--- config.mk ---
export PLATFORM = sky130hd
export DESIGN_NAME = wfss_reflect
export DESIGN_NICKNAME = d
export VERILOG_FILES = /design/src/wfss_pkg.sv /design/src/wfss_reflect.sv
export SDC_FILE = /design/constraint.sdc
export NUM_CORES = 2
export LEC_CHECK = 0
export BUFFER_PORTS_ARGS = -buffer_cell sky130_fd_sc_hd__buf_2
export CAP_MARGIN = 20
export CORE_UTILIZATION = 50
export DETAILED_ROUTE_END_ITERATION = 7
export GPL_TIMING_DRIVEN = 0
export PLACE_DENSITY = 0.67
export SYNTH_ARGS = -nofsm -noshare
export SYNTH_HDL_FRONTEND = slang
export SYNTH_SLANG_ARGS = --single-unit
--- constraint.sdc ---
create_clock -name vclk -period 11.22
set_input_delay 0.561 -clock vclk [all_inputs]
set_output_delay 0.561 -clock vclk [all_outputs]
set_load 0.005 [all_outputs]
--- src/wfss_pkg.sv ---
package wfss_pkg;

   // default widths of waves and coefficients
   localparam int DEF_SAMPLE_WIDTH = 24;
   localparam int DEF_COEFF_WIDTH  = 16;

   // one coefficient row as held in a configuration register
   localparam int ROW_W = 64;

   // configuration register index
   localparam int CSR_INDEX_W = 3;

   typedef enum logic [CSR_INDEX_W-1:0] {
      REG_ROW0 = 3'd0,
      REG_ROW1 = 3'd1,
      REG_ROW2 = 3'd2,
      REG_BIAS = 3'd3
   } csr_index_type;

endpackage

--- src/wfss_reflect.sv ---
module wfss_reflect
   import wfss_pkg::*;
#(
   parameter int SAMPLE_WIDTH = DEF_SAMPLE_WIDTH,
   parameter int COEFF_WIDTH  = DEF_COEFF_WIDTH
) (
   input  logic [ROW_W-1:0]               row_coeffs,
   input  logic signed [SAMPLE_WIDTH-1:0] wave_a0,
   input  logic signed [SAMPLE_WIDTH-1:0] wave_a2,
   input  logic signed [SAMPLE_WIDTH-1:0] wave_a3,
   output logic signed [SAMPLE_WIDTH-1:0] wave_b
);

   localparam int CF     = COEFF_WIDTH - 3;
   localparam int PROD_W = SAMPLE_WIDTH + COEFF_WIDTH;
   localparam int ACC_W  = PROD_W + 2;
   localparam int PAD_W  = ROW_W + 4 * COEFF_WIDTH;
   localparam logic signed [ACC_W-1:0] RND =
      {{(ACC_W - CF){1'b0}}, 1'b1, {(CF - 1){1'b0}}};
   localparam logic signed [SAMPLE_WIDTH-1:0] SAT_MAX =
      {1'b0, {(SAMPLE_WIDTH - 1){1'b1}}};
   localparam logic signed [SAMPLE_WIDTH-1:0] SAT_MIN =
      {1'b1, {(SAMPLE_WIDTH - 1){1'b0}}};

   logic [PAD_W-1:0]                padded;
   logic signed [COEFF_WIDTH-1:0]   coef0;
   logic signed [COEFF_WIDTH-1:0]   coef2;
   logic signed [COEFF_WIDTH-1:0]   coef3;
   logic signed [PROD_W-1:0]        prod0;
   logic signed [PROD_W-1:0]        prod2;
   logic signed [PROD_W-1:0]        prod3;
   logic signed [ACC_W-1:0]         acc;
   logic signed [ACC_W-1:0]         scaled;
   logic [ACC_W-SAMPLE_WIDTH:0]     top_bits;

   // coefficient fields, bits past the register read as zero
   assign padded = {{(4 * COEFF_WIDTH){1'b0}}, row_coeffs};
   assign coef0  = signed'(padded[0 +: COEFF_WIDTH]);
   assign coef2  = signed'(padded[2 * COEFF_WIDTH +: COEFF_WIDTH]);
   assign coef3  = signed'(padded[3 * COEFF_WIDTH +: COEFF_WIDTH]);

   // resistor port wave is zero, so column 1 drops out
   assign prod0 = PROD_W'(coef0) * PROD_W'(wave_a0);
   assign prod2 = PROD_W'(coef2) * PROD_W'(wave_a2);
   assign prod3 = PROD_W'(coef3) * PROD_W'(wave_a3);

   // exact sum, round half up, back to wave format
   assign acc      = ACC_W'(prod0) + ACC_W'(prod2) + ACC_W'(prod3) + RND;
   assign scaled   = acc >>> CF;
   assign top_bits = scaled[ACC_W-1:SAMPLE_WIDTH-1];

   // saturate to the wave width
   always_comb begin
      if ((&top_bits) || !(|top_bits)) begin
         wave_b = scaled[SAMPLE_WIDTH-1:0];
      end else if (scaled[ACC_W-1]) begin
         wave_b = SAT_MIN;
      end else begin
         wave_b = SAT_MAX;
      end
   end

endmodule
==> impl_metrics.tcl <==
set metrics [dict create \
    outcome "complete, no violations" \
    arrival_ns 10.25 \
    synthCells 4543 \
    vias 29700 \
    pin_count 160 \
    synth_area_um2 42300 \
    drtIter0Drc 1787 \
    nClkBuffers 0 \
    gp_congestion 0.982 \
    hold_class "in2out" \
    whs_ns 2.36 \
    slew_headroom_pct 29.7 \
    wl_per_cell_um 21.0 \
    die_width_um 293 \
    n_fill_cell 7815 \
    die_h_um 293 \
    drive_above_1_share_pct 4.67 \
    setup_viol 0 \
    yosysWarnings 0 \
    tns_ns 0 \
    drc 0 \
    core.rowCount 106 \
    nFlopsAndLatches 0 \
    cp_max_fo 10 \
    layout_common_cells "inv_1 (1414), fa_1 (1300), nand2_1 (733), and2_1 (364), ha_1 (219)" \
    ys_seq_area_share_pct 0 \
    critPathSlowestCell "a311oi_2" \
    start_kind "input port" \
    multi_input_area_um2 36200 \
    rsz0062_at_grt "no" \
    mostFrequentLayoutCell "inv_1" \
    hold_viol_final 0 \
    synth_cell_types 68 \
    tightestPinTransition_ns 1.04 \
    layout.area.seq_um2 0 \
    core_um2 83700 \
    max_cap_violations 0 \
    grt_pass1_vias 32800 \
    crit_top_cell "fa_1" \
    start_util_pct 50.5 \
    first_pass_iters 5 \
    placed_area_um2 44400 \
    viasPerCell 5.08 \
    slew_violations 0 \
    area_growth_pct 5.19 \
    grt_pass1_wl_mm 195 \
    critPathKind "in2out" \
    antenna_found_initial 19 \
    fin_crit_ns 10.81 \
    cpPeakStageDelay_ns 0.81 \
    fin_area_um2 44500 \
    cp_data_required_time_ns 10.66 \
    grt_max_degree 16 \
    drt.antenna.violating_nets 0 \
    synthesis.nets 6198 \
    post-dp-hpwl_mm 115 \
    grtUsageTotal_pct 30.4 \
    syn_area_per_cell_um2 9.30 \
    io_buffers 144 \
    dieArea_um2 85700 \
    routed_wl_mm 122 \
    finalCritPeriodShare_pct 96.4 \
    end_kind "output port" \
    fmax_mhz 92.5 \
    overflow 0 \
    nNetsFinal 6345 \
]
## layout make-up
class / instances / area share (%)
Antenna cell: 10 / 0.0563
Buffer: 182 / 1.78
Inverter: 1414 / 11.9
Tap cell: 1134 / 3.19
Multi-Input combinational cell: 2946 / 81.4
Timing Repair Buffer: 146 / 1.68
## worst max-delay path, delay by kind of cell
kind / cells / cell delay (ns)
compound gates: 6 / 2.15
fa+ha+maj: 10 / 4.98
buf+inv: 11 / 1.74
simple gates: 3 / 0.79
## through the flow
| stage | setup slack (ns) | util [%] | instances |
|---|---|---|---|
| CTS | 0.121 | 53.1 | 5823 |
| detailed placement | -0.188 | 53.1 | 5822 |
| finish | 0.408 | 53.1 | 5832 |
| global route | 0.00799 | 53.1 | 5825 |
| floorplan | 2.18 | - | 4543 |
| global placement | -0.120 | 53.1 | 5821 |
## routing by layer
metal	vias up	share of wire, %	GRT usage [%]
li1	12800	-	-
met1	15500	41	42.7
met2	1062	47	49.5
met3	210	8.4	5.17
met4	24	3.3	7.41
met5	-	0.12	0
## repair_timing
action,in CTS,in global routing
setup buffers,1,0
gates resized for setup,0,2
endpoints found under the hold margin,0,0
hold buffers,0,0
pin swaps,1,0
setup endpoints to repair,23,22
## synth_stat cells (4+ instances only)
cell | n | area (um^2)
o21a_1 | 6 | 45.0
nor2b_1 | 20 | 125
fa_1 | 1300 | 26000
a21oi_2 | 5 | 43.8
nand4_1 | 8 | 50.1
nor3_1 | 8 | 40.0
nor2_1 | 38 | 143
o21ai_1 | 4 | 20.0
a21o_1 | 5 | 37.5
clkbuf_1 | 168 | 631
xnor2_1 | 31 | 272
o21ai_2 | 24 | 210
inv_1 | 1414 | 5310
nand2_1 | 735 | 2760
o211ai_1 | 4 | 30.0
o21ai_0 | 17 | 85.1
ha_1 | 219 | 2740
or3_1 | 6 | 37.5
nand2b_1 | 42 | 263
a21oi_1 | 34 | 170
and2_1 | 364 | 2280
buf_6 | 10 | 113
xor2_1 | 14 | 123
nand3_1 | 6 | 30.0
## worst paths after layout
check | slack, ns | startpoint | cells past startpoint | to
setup / recovery | 0.41 | wave_a0[15] | 30 | wave_b[16]
hold / removal | 2.36 | wave_a0[0] | 9 | wave_b[0]
## cell families (layout without fill, tap and decap cells)
group / after synthesis / after routing / synth area share [%]
other cells: 0 / 10 / 0
compound gates: 134 / 134 / 2.50
simple gates: 1245 / 1245 / 13.9
buf+inv: 1597 / 1742 / 14.4
fa+ha+maj: 1519 / 1519 / 68.1
xor+xnor: 48 / 48 / 1.07
Power is left out: the tool's default activity adds up to more than one toggle a clock period on the data nets, which glitch-free logic cannot reach.
